===== config.mk =====
export PLATFORM = sky130hd
export DESIGN_NAME = dpd_lateral
export DESIGN_NICKNAME = d
export VERILOG_FILES = /design/src/hw/rtl/dpd_pkg.sv /design/src/hw/rtl/dpd_lateral.sv
export SDC_FILE = /design/constraint.sdc
export NUM_CORES = 2
export LEC_CHECK = 0
export BUFFER_PORTS_ARGS = -buffer_cell sky130_fd_sc_hd__buf_2
export CAP_MARGIN = 20
export CORE_UTILIZATION = 40
export DETAILED_ROUTE_END_ITERATION = 16
export MAX_ROUTING_LAYER = met4
export PLACE_DENSITY = 0.62
export SLEW_MARGIN = 20
export SYNTH_ARGS = -nofsm -noshare
export SYNTH_HDL_FRONTEND = slang
export SYNTH_SLANG_ARGS = --single-unit

===== constraint.sdc =====
create_clock -name clk -period 13.71 [get_ports clk]
set_input_delay 0.6855 -clock clk [delete_from_list [all_inputs] [get_ports clk]]
set_output_delay 0.6855 -clock clk [all_outputs]
set_load 0.01 [all_outputs]

===== src/hw/rtl/dpd_pkg.sv =====
`timescale 1ns / 1ps
// ----------------------------------------------------------------------------
// dpd_pkg
// Shared types, widths and helpers for the depth pixel deprojection pipeline.
// ----------------------------------------------------------------------------
package dpd_pkg;

	localparam int CFG_IDX_W = 3;
	localparam int CFG_DATA_W = 64;

	localparam int A_W = 30;      // depth * 8192 + 62
	localparam int MUL_W = 31;    // reciprocal of 125, Q.37
	localparam int ZC_W = 23;     // camera z, unsigned Q.16 metres
	localparam int D_W = 18;      // pixel offset, signed Q.4
	localparam int T_W = 31;      // scaled offset, signed Q.16
	localparam int XC_W = 37;     // camera x / y, signed Q.16
	localparam int ACC_W = 56;    // world accumulator
	localparam int NACC_W = 34;   // normal accumulator

	localparam logic [MUL_W-1:0] DIV125_MUL = 31'd1099511627;
	localparam int DIV125_SHIFT = 37;
	localparam logic [A_W-1:0] DIV125 = 30'd125;
	localparam logic [A_W-1:0] DEPTH_BIAS = 30'd62;

	typedef enum logic [CFG_IDX_W-1:0] {
		REG_INV_FOCAL_X = 3'd0,
		REG_INV_FOCAL_Y = 3'd1,
		REG_CENTER_X    = 3'd2,
		REG_CENTER_Y    = 3'd3,
		REG_POSE_ROW_X  = 3'd4,
		REG_POSE_ROW_Y  = 3'd5,
		REG_POSE_ROW_Z  = 3'd6
	} cfg_reg_t;

	localparam logic [63:0] POSE_ROW_X_RST = 64'h4000_0000_0000_0000;
	localparam logic [63:0] POSE_ROW_Y_RST = 64'h0000_4000_0000_0000;
	localparam logic [63:0] POSE_ROW_Z_RST = 64'h0000_0000_4000_0000;

	typedef struct packed {
		logic [11:0]        pixel_col;
		logic [11:0]        pixel_row;
		logic [15:0]        depth_mm;
		logic signed [15:0] normal_in_x;
		logic signed [15:0] normal_in_y;
		logic signed [15:0] normal_in_z;
		logic [7:0]         color_red;
		logic [7:0]         color_green;
		logic [7:0]         color_blue;
	} pixel_t;

	typedef struct packed {
		logic signed [31:0] world_x;
		logic signed [31:0] world_y;
		logic signed [31:0] world_z;
		logic signed [15:0] normal_out_x;
		logic signed [15:0] normal_out_y;
		logic signed [15:0] normal_out_z;
		logic [7:0]         red_out;
		logic [7:0]         green_out;
		logic [7:0]         blue_out;
	} point_t;

	function automatic logic signed [31:0] sat_world(input logic signed [41:0] v);
		logic fits;
		fits = (&v[41:31]) || !(|v[41:31]);
		if (fits)
			return v[31:0];
		else if (v[41])
			return 32'sh8000_0000;
		else
			return 32'sh7fff_ffff;
	endfunction

	function automatic logic signed [15:0] sat_normal(input logic signed [19:0] v);
		logic fits;
		fits = (&v[19:15]) || !(|v[19:15]);
		if (fits)
			return v[15:0];
		else if (v[19])
			return 16'sh8000;
		else
			return 16'sh7fff;
	endfunction

endpackage


===== src/hw/rtl/dpd_lateral.sv =====
`timescale 1ns / 1ps
// ----------------------------------------------------------------------------
// dpd_lateral
// Camera x (or y) from pixel index, principal point and reciprocal focal
// length: offset, scale, multiply by depth. Result registered in stage 5.
// ----------------------------------------------------------------------------
module dpd_lateral import dpd_pkg::*; (
	input  logic                   clk,
	input  logic [11:0]            pix,
	input  logic [15:0]            center,
	input  logic [31:0]            inv_focal,
	input  logic [ZC_W-1:0]        zc_s3,
	output logic signed [XC_W-1:0] xc_s5
);

	localparam int PROD_W = D_W + 33;
	localparam int M_W = ZC_W + 1 + T_W;
	localparam logic signed [PROD_W-1:0] RND20 = PROD_W'(1 << 19);
	localparam logic signed [M_W-1:0] RND16 = M_W'(1 << 16 - 1);

	logic signed [D_W-1:0]    d_s1;
	logic signed [PROD_W-1:0] prod_s2;
	logic signed [T_W-1:0]    t_s3;
	logic signed [M_W-1:0]    m_s4;

	always_ff @(posedge clk) begin
		d_s1 <= $signed({2'b00, pix, 4'b0000}) - $signed({2'b00, center});
		prod_s2 <= d_s1 * $signed({1'b0, inv_focal});
		t_s3 <= T_W'((prod_s2 + RND20) >>> 20);
		m_s4 <= $signed({1'b0, zc_s3}) * t_s3;
		xc_s5 <= XC_W'((m_s4 + RND16) >>> 16);
	end

endmodule


* Word level (Yosys, flattened, before mapping)
Cells that the tools add are included.
** Storage, ports and cells
- Bits in latches :: 0
- ROM bits :: 0
- Flip-flop bits (word level) :: 189
- Input port bits :: 84
- Memory bits (writable) :: 0
- Memories kept :: 0
** Cells by class
- Multiplexer cells :: 0
- Divide/modulo/power cells :: 0
- Magnitude comparators :: 0
- Multiply operators :: 2
- Add/subtract/negate cells :: 3
- Shift operators :: 0
- Eq/ne operators :: 0
- Reductions and logical operators :: 0
- Bitwise operators :: 0
** Operator list (count)
- 53-bit by 17-bit adder with 53-bit output, second input constant :: 1
- 24-bit by 31-bit multiplier with 53-bit output :: 1
- 51-bit by 21-bit adder with 51-bit output, second input constant :: 1
- 17-bit by 33-bit multiplier with 50-bit output :: 1
- 16-bit by 16-bit subtractor with 17-bit output :: 1

* Longest topological paths before layout
- Word-level depth :: 1
- Depth in mapped cells :: 29
- Depth with buffers taken out :: 26

* Worst setup path after synthesis
OpenSTA, ideal clock, no wires.
- Kind :: input -> register
- From :: input port zc_s3[0]
- To :: register m_s4[51]
- Slack :: 6.305 ns
- Cell stages on the path :: 26
- Data arrival time :: 7.333 ns
- Cell sequence :: clkbuf_1 -> clkbuf_1 -> nand2_1 -> inv_1 -> fa_1 -> fa_1 -> inv_1 -> fa_1 -> inv_1 -> fa_1 -> fa_1 -> fa_1 -> inv_1 -> fa_1 -> inv_1 -> ha_1 -> clkbuf_1 -> a21o_1 -> a21o_1 -> a21o_1 -> a21oi_1 -> o31ai_1 -> a211oi_1 -> nor2_1 -> a311oi_1 -> xnor2_1
** Between the ends
- Cells in the longest elaborated chain, start to end :: 1
** Ends and longest elaborated chain
- from (decl) :: line dpd_lateral.sv:12 : input logic [ZC_W-1:0] zc_s3,
- 24-bit by 31-bit multiplier with 53-bit output :: line dpd_lateral.sv:30 : m_s4 <= $signed({1'b0, zc_s3}) * t_s3;
- to (signal assigned) :: line dpd_lateral.sv:30
- to (decl) :: line dpd_lateral.sv:24 : logic signed [M_W-1:0] m_s4;
Every way passes these cells.

* Worst setup path in the final report
- From :: register t_s3[25]
- To :: register m_s4[48]
** Between the ends
- Cells in the longest elaborated chain, start to end :: 1
** Ends and longest elaborated chain
- from (decl) :: line dpd_lateral.sv:23 : logic signed [T_W-1:0] t_s3;
- from (signal assigned) :: line dpd_lateral.sv:29 : t_s3 <= T_W'((prod_s2 + RND20) >>> 20);
- 24-bit by 31-bit multiplier with 53-bit output :: line dpd_lateral.sv:30
Every way passes these cells.

==> impl_metrics.yaml <==
logic_synthesis:
  yosys.area.top_type: "fa_1"
  yosys_warnings: 0
  synth_nets: 6657
  yosysSeqAreaShare_pct: 6.58
  syn_inst: 5106
  synth_edf_count: 0
  syn-cell-area_sq_um: 46800
  synthDistinctLibCells: 65
  ys_top_cells_by_area: "fa_1 (50%), inv_1 (11%), and2_1 (9.3%)"
  synth_ff_type: "dfxtp_1"
  synthArstFlopShare_pct: 0
  ys_ff_latch: 154
  synth.avg_cell_area_sq_um: 9.17
  yosysTopAreaCellShare_pct: 49.6
timing:
  period_share_pct: 56.7
  timing.final.ws_setup_ps: 5940
  rsz0062_at_grt: "false"
  skew_ps: 25.6
  setup_violations: 0
  totalNegativeSetupSlack_ps: 0
  slew_viol_final: 0
  fmax_mhz: 129
  post-route-min-period_ps: 7770
  final_hold_viol_count: 0
  slew_headroom_pct: 23.8
  tightestPinTransition_ps: 1140
setup_path:
  crit_chain: "nand2_1, fa_1, fa_1, inv_1, fa_1, fa_1, fa_1, fa_1, inv_1, fa_1, inv_1, ha_1, a21o_1, a21o_1, a21o_1, o2bb2ai_1, or2_1, a2111oi_2, o21bai_1, a31oi_1, o21ai_1, xor2_1"
  cp.arrival_ps: 8130
  worstSetupStartpointType: "register"
  crit_path_frequent_cell: "fa_1"
  endpoint_kind: "register"
  cp_slowest_cell: "dfxtp_1"
  critPathKind: "register to register"
  slowest_delay_ps: 1060
  crit_required_ps: 14070
  cp_max_fo: 23
drt:
  antenna_left: 0
  post_drt_wl_per_cell_um: 18.0
  viasPerCell: 4.92
  post-route-drc-count: 0
  drtPass1Iterations: 5
  drt_iter0_drc: 1934
  route.vias.total: 32500
  wl_um: 119000
final_layout:
  seq_area_sq_um: 3090
  multi_input_area_sq_um: 37800
  nets: 6611
  area_delta_synth_final_pct: 5.43
  fin_cells: 6599
  utilization_pct: 42.5
  fillers: 11400
  drive_gt1_share_pct: 4.20
cts:
  cts_setup_buffers: 0
  ctsResizeCount: 0
  cts_hold_buf: 0
  cts_sinks: 154
  clk_pin_slew_ps: 80
  clock_path_buffers: 2
  clkLatencyLatePin_ps: 500
  root_buffer: "clkbuf_16"
  cts_tree: "yes"
  cts_buffers: 17
  htree_levels: 4
global_route:
  grt_max_degree: 33
  gr-total-overflow: 0
  grt_pass1_vias: 35700
  antenna_found_initial: 4
  grtUsageTotal_pct: 22.0
  grt_first_pass_wirelength_um: 194000
floorplanning:
  start_util_pct: 40.4
  die_w_um: 344
  io_pins: 121
  core_area_sq_um: 116000
  dieArea_sq_um: 118000
  core.rowCount: 125
  die_height_um: 344
place:
  port_buffers: 120
  dpl.hpwl_um: 88500
  dp_cells: 6565
  pre_cts_slack_ps: 5520
  gp_congestion: 0.887
run:
  drv_cap: 0
status:
  status: "completed"
worst_hold_path:
  hold_class: "input port to register"
[worst max-delay path, delay by kind of cell (launching register included)]
| kind | cells | cell delay, ps |
|---|---|---|
| flops | 1 | 1060 |
| fa+ha+maj | 8 | 4010 |
| compound gates | 8 | 1850 |
| simple gates | 2 | 430 |
| buf+inv | 3 | 150 |
| xor+xnor | 1 | 150 |
[Yosys cell counts (all sizes together), types with 2 or more instances]
master / count
inv: 1361
fa: 1161
and2: 694
nand2: 591
ha: 306
clkbuf: 224
dfxtp: 154
xnor2: 114
a21oi: 73
nor2: 68
xor2: 48
nand3: 47
o21ai: 41
a21o: 37
nand4: 23
nand2b: 22
and3: 19
o21a: 16
nor3: 11
a31oi: 9
nor2b: 9
o21bai: 8
o211ai: 7
o31ai: 7
and4: 6
nor4: 6
a211oi: 5
a31o: 4
a2111oi: 3
a21boi: 3
a211o: 2
nor3b: 2
o2111ai: 2
o2bb2ai: 2
o311ai: 2
o31a: 2
or2: 2
or3: 2
[sequential cells by signal (all words and copies together) (netlist names)]
register,cells
xc_s5,37
m_s4,38
t_s3,31
prod_s2,31
d_s1,17
[area by class of cell]
class / instances / share of cell area [%]
Antenna cell: 3 / 0.0152
Clock buffer: 20 / 0.905
Clock inverter: 11 / 0.246
Inverter: 1361 / 10.3
Multi-Input combinational cell: 3367 / 76.6
Sequential cell: 154 / 6.26
Tap cell: 1524 / 3.86
Timing Repair Buffer: 159 / 1.81
[per-stage QoR]
stage	cell area [sq um]	hold WS (ps)
final	49400	352
after CTS	49400	322
after detailed placement	48800	437
after global routing	49400	340
after floorplan	46800	413
after global placement	48800	431
[logic make-up (layout without fill, tap and decap cells)]
family / Yosys count / after routing / synth area share [%]
AOI/OAI and AO/OA: 233 / 233 / 3.39
xor gates and xnor gates: 162 / 162 / 3.03
adders and majority gates: 1467 / 1467 / 57.8
buffers and inverters: 1585 / 1551 / 12.7
DFF: 154 / 154 / 6.58
other: 0 / 3 / 0
and+or+nand+nor: 1505 / 1505 / 16.5
[metal layers]
metal	track usage [%]	part of all wire [%]
met1	28.8	43
met2	34.4	46
met3	4.84	8.3
met5	-	0
met4	5.50	2.3
[placed cells by master, fill, tap and decap left out, types with 37 or more instances in the layout]
cell | Yosys | layout
a21o_1 | 37 | 37
buf_2 | 0 | 120
nand3_1 | 47 | 47
and2_1 | 694 | 694
ha_1 | 306 | 306
xor2_1 | 48 | 48
buf_4 | 0 | 39
nand2_1 | 591 | 591
dfxtp_1 | 154 | 146
a21oi_1 | 72 | 72
inv_1 | 1361 | 1361
xnor2_1 | 114 | 114
nor2_1 | 68 | 68
fa_1 | 1161 | 1161
[path summary, 6_finish.rpt]
kind                  start        end  slack (ps)  cells past startpoint
setup / recovery   t_s3[25]   m_s4[48]        5940                     22
setup reg to reg   t_s3[25]   m_s4[48]        5940                     22
hold / removal    center[0]    d_s1[0]         350                      1
hold reg to reg    m_s4[52]  xc_s5[36]         440                      1
Power is not shown: default switching activity piles up to over one toggle a cycle in this logic, so the estimate is an artifact.
