### src/hw/rtl/dpd_pkg.sv
`timescale 1ns / 1ps
// ----------------------------------------------------------------------------
// dpd_pkg
// Shared types, widths and helpers for the depth pixel deprojection pipeline.
// ----------------------------------------------------------------------------
package dpd_pkg;

	localparam int CFG_IDX_W = 3;
	localparam int CFG_DATA_W = 64;

	localparam int A_W = 30;      // depth * 8192 + 62
	localparam int MUL_W = 31;    // reciprocal of 125, Q.37
	localparam int ZC_W = 23;     // camera z, unsigned Q.16 metres
	localparam int D_W = 18;      // pixel offset, signed Q.4
	localparam int T_W = 31;      // scaled offset, signed Q.16
	localparam int XC_W = 37;     // camera x / y, signed Q.16
	localparam int ACC_W = 56;    // world accumulator
	localparam int NACC_W = 34;   // normal accumulator

	localparam logic [MUL_W-1:0] DIV125_MUL = 31'd1099511627;
	localparam int DIV125_SHIFT = 37;
	localparam logic [A_W-1:0] DIV125 = 30'd125;
	localparam logic [A_W-1:0] DEPTH_BIAS = 30'd62;

	typedef enum logic [CFG_IDX_W-1:0] {
		REG_INV_FOCAL_X = 3'd0,
		REG_INV_FOCAL_Y = 3'd1,
		REG_CENTER_X    = 3'd2,
		REG_CENTER_Y    = 3'd3,
		REG_POSE_ROW_X  = 3'd4,
		REG_POSE_ROW_Y  = 3'd5,
		REG_POSE_ROW_Z  = 3'd6
	} cfg_reg_t;

	localparam logic [63:0] POSE_ROW_X_RST = 64'h4000_0000_0000_0000;
	localparam logic [63:0] POSE_ROW_Y_RST = 64'h0000_4000_0000_0000;
	localparam logic [63:0] POSE_ROW_Z_RST = 64'h0000_0000_4000_0000;

	typedef struct packed {
		logic [11:0]        pixel_col;
		logic [11:0]        pixel_row;
		logic [15:0]        depth_mm;
		logic signed [15:0] normal_in_x;
		logic signed [15:0] normal_in_y;
		logic signed [15:0] normal_in_z;
		logic [7:0]         color_red;
		logic [7:0]         color_green;
		logic [7:0]         color_blue;
	} pixel_t;

	typedef struct packed {
		logic signed [31:0] world_x;
		logic signed [31:0] world_y;
		logic signed [31:0] world_z;
		logic signed [15:0] normal_out_x;
		logic signed [15:0] normal_out_y;
		logic signed [15:0] normal_out_z;
		logic [7:0]         red_out;
		logic [7:0]         green_out;
		logic [7:0]         blue_out;
	} point_t;

	function automatic logic signed [31:0] sat_world(input logic signed [41:0] v);
		logic fits;
		fits = (&v[41:31]) || !(|v[41:31]);
		if (fits)
			return v[31:0];
		else if (v[41])
			return 32'sh8000_0000;
		else
			return 32'sh7fff_ffff;
	endfunction

	function automatic logic signed [15:0] sat_normal(input logic signed [19:0] v);
		logic fits;
		fits = (&v[19:15]) || !(|v[19:15]);
		if (fits)
			return v[15:0];
		else if (v[19])
			return 16'sh8000;
		else
			return 16'sh7fff;
	endfunction

endpackage

### src/hw/rtl/dpd_depth.sv
`timescale 1ns / 1ps
// ----------------------------------------------------------------------------
// dpd_depth
// Depth in millimetres to camera z in Q.16 metres, rounded, by a reciprocal
// multiply and one correction step. Result registered in stage 3.
// ----------------------------------------------------------------------------
module dpd_depth import dpd_pkg::*; (
	input  logic            clk,
	input  logic [15:0]     depth_mm,
	output logic [ZC_W-1:0] zc_s3
);

	logic [A_W-1:0]         a_s1;
	logic [A_W-1:0]         a_s2;
	logic [A_W+MUL_W-1:0]   p_s2;
	logic [ZC_W-1:0]        q0;
	logic [A_W-1:0]         rem;

	// round(d*65536/1000) == floor((d*8192 + 62) / 125)
	always_ff @(posedge clk) begin
		a_s1 <= {1'b0, depth_mm, 13'b0} + DEPTH_BIAS;
		a_s2 <= a_s1;
		p_s2 <= a_s1 * DIV125_MUL;
		zc_s3 <= (rem >= DIV125) ? q0 + 1'b1 : q0;
	end

	always_comb begin
		q0 = p_s2[DIV125_SHIFT+ZC_W-1:DIV125_SHIFT];
		rem = a_s2 - A_W'({7'b0, q0} * DIV125);
	end

endmodule

### config.mk
export PLATFORM = sky130hd
export DESIGN_NAME = dpd_depth
export DESIGN_NICKNAME = d
export VERILOG_FILES = /design/src/hw/rtl/dpd_pkg.sv /design/src/hw/rtl/dpd_depth.sv
export SDC_FILE = /design/constraint.sdc
export NUM_CORES = 1
export LEC_CHECK = 0
export BUFFER_PORTS_ARGS = -buffer_cell sky130_fd_sc_hd__buf_2
export CAP_MARGIN = 20
export CORE_MARGIN = 4
export CORE_UTILIZATION = 52
export CTS_BUF_LIST = sky130_fd_sc_hd__clkbuf_4 sky130_fd_sc_hd__clkbuf_8
export DETAILED_ROUTE_END_ITERATION = 6
export GPL_TIMING_DRIVEN = 0
export PLACE_DENSITY = 0.68
export RECOVER_POWER = 50
export SLEW_MARGIN = 40
export SYNTH_ARGS = -nofsm -noshare
export SYNTH_HDL_FRONTEND = slang
export SYNTH_SLANG_ARGS = --single-unit
### constraint.sdc
create_clock -name clk -period 8.4 [get_ports clk]
set_clock_uncertainty 0.05 [all_clocks]
set_input_delay 0.42 -clock clk [delete_from_list [all_inputs] [get_ports clk]]
set_output_delay 0.42 -clock clk [all_outputs]
set_load 0.01 [all_outputs]
**After elaboration in Yosys (flattened, before gate mapping)**

Index checks and enable logic that the tools add are counted.

- Add/sub/neg operators: 3
- Multipliers: 2
- Order comparisons: 1
- Mux-type cells: 1

Operator list:

| cell | number |
|---|---|
| multiplier 30 x 31 -> 60 bit (second input constant) | 1 |
| adder 29 x 6 -> 30 bit (second input constant) | 1 |
| >= comparator 30 x 7 -> 1 bit (second input constant) | 1 |
| multiplier 23 x 7 -> 30 bit (second input constant) | 1 |
| subtractor 30 bit | 1 |
| adder 23 x 1 -> 23 bit (second input constant) | 1 |
| two-way mux 23 bit | 1 |

- Register bits after elaboration: 143
- Output and inout port bits: 23
- Word-level logic and storage cells: 11

**Depth between registers and ports, before layout**

Gate-level depths: netlist (run 1).

- Word-level depth: 4
- Gate-level depth with buffers: 28
- Gate-level depth less buffers: 28

**Worst setup path after synthesis (run 1)**

OpenSTA, ideal clock, no wires.

- Path kind: flip-flop to flip-flop
- Start: reg a_s1[18]
- End: reg p_s2[56]
- Setup time: 0.072 ns
- Arrival time: 6.486 ns
- Required time: 8.278 ns
- Path slack: 1.792 ns
- Cell stages (with the launch flop): 25
- Period minus slack after synthesis: 6.608 ns
- Cell sequence: dfxtp_1 ha_1 inv_1 fa_1 inv_1 fa_1 fa_1 fa_1 fa_1 inv_1 fa_1 inv_1 ha_1 ha_1 a21o_1 a211o_1 a21oi_1 o2111ai_1 o21ai_0 o21ai_0 a41oi_1 nand2_1 a31o_2 a21oi_1 xnor2_1

- Cells in the longest elaborated chain, start to end: 1

Ends and longest elaborated chain:

| element | RTL line | RTL |
|---|---|---|
| start: declaration | dpd_depth.sv:13 | `logic [A_W-1:0] a_s1;` |
| start signal: assignment | dpd_depth.sv:21 | `a_s1 <= {1'b0, depth_mm, 13'b0} + DEPTH_BIAS;` |
| multiplier 30 x 31 -> 60 bit | dpd_depth.sv:23 | `p_s2 <= a_s1 * DIV125_MUL;` |
| end signal: assignment | dpd_depth.sv:23 |  |
| end: declaration | dpd_depth.sv:15 | `logic [A_W+MUL_W-1:0] p_s2;` |

Every way passes these cells.

**Worst setup path after layout (run 1)**

- Start: reg a_s1[19]
- End: reg p_s2[58]

Same word-level chain as after synthesis.

==> summary.txt, run 1 <==
Outcome
  – Status: complete, no violations

Timing
  – Fmax: 125 MHz
  – Max-slew violations: 0
  – Setup_tns: 0 ns
  – Hold Vio Cnt, Final: 0
  – Min cycle time layout: around 8.0 ns
  – Final setup fails: 0
  – Worst slew pin tran: 0.744 ns
  – Tcrit/Tclk final: 0.956
  – Slew HR: 0.503
  – Setup repair after global routing missed its margin: no

Yosys
  – Top FF cell, synth: dfxtp_1
  – Count leader, synth: inv_1
  – Asr flop ratio synth: 0
  – Netlist cell types: 67
  – Sequential cell area fraction in the yosys report: 0.0970
  – Syn nets: 2320
  – Synth area leader: ha_1
  – Yosys warns: 0
  – Avg Cell Area, Syn: 9.62 µm²
  – Commonest cells in the netlist: inv_1, ha_1, fa_1, dfxtp_1, a21oi_1
  – Post-synthesis register bit count: 78
  – Post-synthesis cell area: ~16000 µm²
  – Mapped Cells: approximately 1700
  – Share of the synthesized area in the top cell type: 0.302
  – Number of flops mapped to enable cells by yosys: 0
  – Ranking of synthesized cells by area: ha_1, fa_1, inv_1

Placement
  – Dpl hpwl: 30500 µm
  – Gpl congestion: slightly above 0.9
  – Port bufs: 39
  – # placed instances: 2108

Critical path
  – Worst Setup EP: p_s2[58]
  – Reg-to-Reg Start: a_s1[19]
  – Crit start category: register
  – Crit path max-delay cell type: dfxtp_1
  – CP top delay family: adder cells
  – Reg2reg setup slack: about 0.37 ns
  – Worst endpoint data arrival time: 8.29 ns
  – Critical Path RT: around 8.7 ns
  – Crit end category: register
  – Worst setup path class: reg -> reg
  – R2R cell count: 24
  – Top cell by count, worst path: fa_1
  – Crit path buffers/inverters: 4
  – Levels on crit path: 24
  – Crit path from: a_s1[19]
  – RR Endpoint: p_s2[58]
  – Crit path cell chain: inv_1 > ha_1 > inv_1 > fa_1 > fa_1 > fa_1 > fa_1 > fa_1 > inv_1 > fa_1 > inv_1 > ha_1 > ha_1 > nand2_1 > nor3_1 > nand3_1 > o32ai_1 > o21ai_0 > o21ai_0 > a41oi_1 > nand2_1 > nand2_1 > o21ai_0 > xor2_1
  – Crit-path max FO: 9
  – Largest stage delay, worst path: 0.72 ns

Clock tree
  – CTS tree: done
  – # resized after CTS: 0
  – H-tree Lvls: 3
  – CTS Buf Count: 9
  – Clock sinks: 78
  – Root buf cell: clkbuf_8
  – Worst-path clk slew: about 0.090 ns
  – Post-cts hold buffer count: 0
  – Clock latency at the later pin of the worst-skew pair: 0.37 ns
  – CTS Buffer Depth: 2
  – Setup bufs post-CTS: 0

Hold path
  – Min-delay worst type: in -> reg

Layout
  – Fillcell total: 2713
  – Share of cells above drive strength 1: 0.0330
  – Nets: 2370
  – N_diodes: 0
  – Reg area: 1560 µm²
  – Fin cells: ~2100
  – Area of the multi-input gates: 12700 µm²
  – Fin util: 0.555
  – Area Growth Syn to Fin: 5.55%

Route
  – Final wirelength: 34400 µm
  – Via Count: approximately 11000
  – Drt wl/cell: ~16 µm
  – 1st-iter DRT viols: 382
  – Drt drc: 0
  – Drt pass-1 iters: 5
  – DRT antenna net count: 0
  – Vias per cell: 5.16

Global route
  – Via count of the first global-routing pass: 11500
  – Gr ovfl total: 0
  – Largest net degree at the start of global routing: 15
  – GR Util met2: 0.392
  – Most Crowded Layer GR: met2
  – First-pass GRT wire length: between 50000 and 60000 µm
  – Global routing usage on met1: 0.268
  – Overall routing resource usage: 0.214
  – Initial antenna violation count: 0
  – Met3 GRT Util: 0.0174

Floorplanning
  – Starting Density: 0.526
  – Core ar.: 30600 µm²
  – Row Count: 64
  – Ports: 40
  – Die width: 184 µm
  – Die area: 33800 µm²
  – DIE HEIGHT: approximately 180 µm

Job
  – Maximum Capacitance Violations: 0
## per-layer routing
metal	vias to the layer above	share of wire
met5	-	0
met4	0	0.027
met3	49	0.021
met2	149	0.52
met1	5388	0.43
li1	5373	-
## sequential cells by signal, summed over array words and instances, names as in the netlist
name / flops
a_s1: 16
a_s2: 16
p_s2: 23
zc_s3: 23
## worst min-delay path by stage
| stage | start | to | cells after the start |
|---|---|---|---|
| after floorplan | a_s1[28] | a_s2[28] | 0 |
| after global placement | depth_mm[12] | a_s1[25] | 1 |
| after detailed placement | depth_mm[10] | a_s1[23] | 1 |
| after CTS | depth_mm[2] | a_s1[15] | 1 |
| after global routing | depth_mm[15] | a_s1[28] | 1 |
| final | depth_mm[15] | a_s1[28] | 1 |
## area by class of cell
cell class,count,share of cell area
Buffer,18,0.00545
Inverter,469,0.104
Multi-Input combinational cell,1108,0.746
Clock buffer,10,0.00810
Timing Repair Buffer,39,0.00994
Sequential cell,78,0.0919
Clock inverter,6,0.00538
Tap cell,396,0.0292
## cells by family after synthesis
logic type                 after synthesis  share of synthesized area
xor gates and xnor gates                57                     0.0310
adders and majority gates              630                      0.603
DFF                                     78                     0.0970
and+or+nand+nor                        219                     0.0721
muxes                                    5                    0.00319
buffers and inverters                  487                      0.115
AOI/OAI and AO/OA                      197                     0.0788
## cell usage in the layout (no fill, tap or decap), drive strengths merged, types with 4 or more instances in the layout
cell	instances
nand2	49
xnor2	43
o21ai	38
a21oi	65
and3	9
nand4	17
a211oi	8
dfxtp	78
nor3	12
and2	6
o21a	7
nor2b	14
mux2i	4
nand2b	11
and4	6
o22ai	5
inv	471
nor2	43
a31oi	6
ha	388
xor2	14
a21o	27
fa	242
or2	6
nor4	8
o21bai	7
clkbuf	44
nand3	26
buf	23
## metrics by stage
stage	hold WS, ns	worst slack (ns)	instance area, µm²
after CTS	0.0751	0.373	17000
after global routing	0.0713	0.0130	17000
after floorplan	0.381	1.79	16100
after detailed placement	0.474	0.430	16800
final	0.0946	0.370	17000
after global placement	0.474	0.415	16800
Power of run 1 is not shown: default switching activity piles up to over one toggle a cycle in this logic, so the estimate is an artifact.
==> run 2: changes to the inputs <==
--- a/config.mk
+++ b/config.mk
@@ -12,6 +12,7 @@
 export CTS_BUF_LIST = sky130_fd_sc_hd__clkbuf_4 sky130_fd_sc_hd__clkbuf_8
 export DETAILED_ROUTE_END_ITERATION = 6
 export GPL_TIMING_DRIVEN = 0
+export MAX_ROUTING_LAYER = met4
 export PLACE_DENSITY = 0.68
 export RECOVER_POWER = 50
 export SLEW_MARGIN = 40
==> run 2 against run 1 <==
Against the previous run: maximum frequency rose by 1.1%; design area barely moved; die area did not move; core utilization barely moved; non-clock buffer count did not move; sequential cell count did not move; worst setup slack improved by 0.084 ns; sequential share of layout area barely moved; first-iteration DRC count fell by 8.6%; wire length rose by 1.2%; highest routed layer unchanged.
==> summary.txt, run 2 (synthesis gave the netlist of run 1 again) <==
Outcome
  – Status: complete, no violations

Placement
  – DP Worst Slack: 0.421 ns
  – Dpl hpwl: 30600 µm
  – Port bufs: 39
  – Gpl congestion: 0.926
  – # placed instances: 2108

Critical path
  – Levels on crit path: 24
  – Critical Path RT: 8.66 ns
  – Reg-to-Reg Start: a_s1[21]
  – Crit end category: register
  – Largest stage delay, worst path: between 0.7 and 0.8 ns
  – Worst setup path class: reg -> reg
  – Top cell by count, worst path: fa_1
  – Crit start category: register
  – Worst Setup EP: p_s2[58]
  – Worst endpoint data arrival time: around 8.2 ns
  – RR Endpoint: p_s2[58]
  – Crit path buffers/inverters: 4
  – CP top delay family: adder cells
  – R2R cell count: 24
  – Crit path cell chain: ha_1 > fa_1 > inv_1 > fa_1 > inv_1 > fa_1 > fa_1 > inv_1 > fa_1 > inv_1 > fa_1 > ha_1 > ha_1 > nand4_1 > nor3_1 > nand3_1 > o32ai_1 > o21ai_0 > o21ai_0 > a41oi_1 > nand2_1 > nand2_1 > o21ai_0 > xor2_1
  – Crit path max-delay cell type: dfxtp_1
  – Reg2reg setup slack: 0.45 ns
  – Crit-path max FO: 11
  – Crit path from: a_s1[21]

Floorplanning
  – DIE HEIGHT: 184 µm
  – Core ar.: between 30000 and 40000 µm²
  – Row Count: 64
  – Ports: 40
  – Die area: 33800 µm²
  – Die width: 184 µm
  – Starting Density: 0.526

Global route
  – Via count of the first global-routing pass: 11800
  – Gr ovfl total: 0
  – First-pass GRT wire length: around 60000 µm
  – Largest net degree at the start of global routing: 15
  – Initial antenna violation count: 0
  – Overall routing resource usage: 0.223

Timing
  – Min cycle time layout: approximately 7.9 ns
  – Setup repair after global routing missed its margin: no
  – Setup_tns: 0 ns
  – Slew HR: 0.526
  – Fmax: 126 MHz
  – Final setup fails: 0
  – Max-slew violations: 0
  – Hold Vio Cnt, Final: 0
  – Worst setup margin: 0.455 ns
  – Tcrit/Tclk final: 0.946
  – Worst slew pin tran: 0.693 ns

Route
  – Drt pass-1 iters: 5
  – Drt wl/cell: 16.4 µm
  – Via Count: 11100
  – DRT antenna net count: 0
  – Final wirelength: about 35000 µm
  – Vias per cell: between 5 and 6
  – Drt drc: 0
  – 1st-iter DRT viols: 349

Layout
  – Share of cells above drive strength 1: 0.0336
  – Largest registers: p_s2 x23, zc_s3 x23
  – Nets: approximately 2400
  – Reg area: 1560 µm²
  – Commonest non-fill, non-tap cells in the layout: inv_1, ha_1, fa_1
  – Most common cell after layout, fill and taps aside: inv_1
  – Area Growth Syn to Fin: 5.56%
  – Fillcell total: approximately 2800
  – N_diodes: 0
  – Area of the multi-input gates: approximately 13000 µm²
  – Fin cells: 2124

Clock tree
  – CTS Buffer Depth: 2
  – H-tree Lvls: 3
  – Root buf cell: clkbuf_8
  – Clock latency at the later pin of the worst-skew pair: around 0.38 ns
  – Worst-path clk slew: 0.08 ns
  – CTS Buf Count: 9
  – Clock sinks: 78
  – CTS tree: done
  – Post-cts hold buffer count: 0

Job
  – Maximum Capacitance Violations: 0

Hold path
  – Min-delay worst type: in -> reg
## run 2: cell count changes in the layout (fill, tap and decap cells not counted)
cell	change
dfxtp_2	+1
dfxtp_1	-1
## run 2: per-stage QoR
step / util / area (µm²) / hold slack, ns
finish: 0.555 / 17000 / 0.0870
CTS: 0.556 / 17000 / 0.0644
floorplan: - / 16100 / 0.381
global route: 0.555 / 17000 / 0.0706
global placement: 0.549 / 16800 / 0.474
detailed placement: 0.549 / 16800 / 0.474
## run 2: worst min path at each step
stage                            start       end  slack [ns]  cells past startpoint
after floorplan               a_s1[28]  a_s2[28]        0.38                      0
after global placement    depth_mm[12]  a_s1[25]        0.47                      1
after detailed placement  depth_mm[15]  a_s1[28]        0.47                      1
after CTS                 depth_mm[15]  a_s1[28]        0.06                      1
after global routing      depth_mm[15]  a_s1[28]        0.07                      1
final                     depth_mm[15]  a_s1[28]        0.09                      1
## run 2: timing repair
item / CTS / global route
gates resized for setup: 0 / 1
endpoints found under the setup margin: 0 / 3
buffers inserted: 0 / 0
## run 2: final cells by class
cell class	count	share of cell area
clock buffers	10	0.00810
plain buffers	18	0.00545
inverters	469	0.104
clock inverters	6	0.00538
repair buffers	39	0.00994
multi-input cells	1108	0.746
flip-flops and latches	78	0.0920
well taps	396	0.0292
## run 2: layer usage
layer | part of all wire | up-vias | track usage
met1 | 0.43 | 5458 | 0.276
met3 | 0.024 | 53 | 0.0154
li1 | - | 5388 | -
met2 | 0.52 | 163 | 0.394
met4 | 0.027 | 0 | 0.0677
met5 | 0 | - | -
Power of run 2 is left out for the same reason.
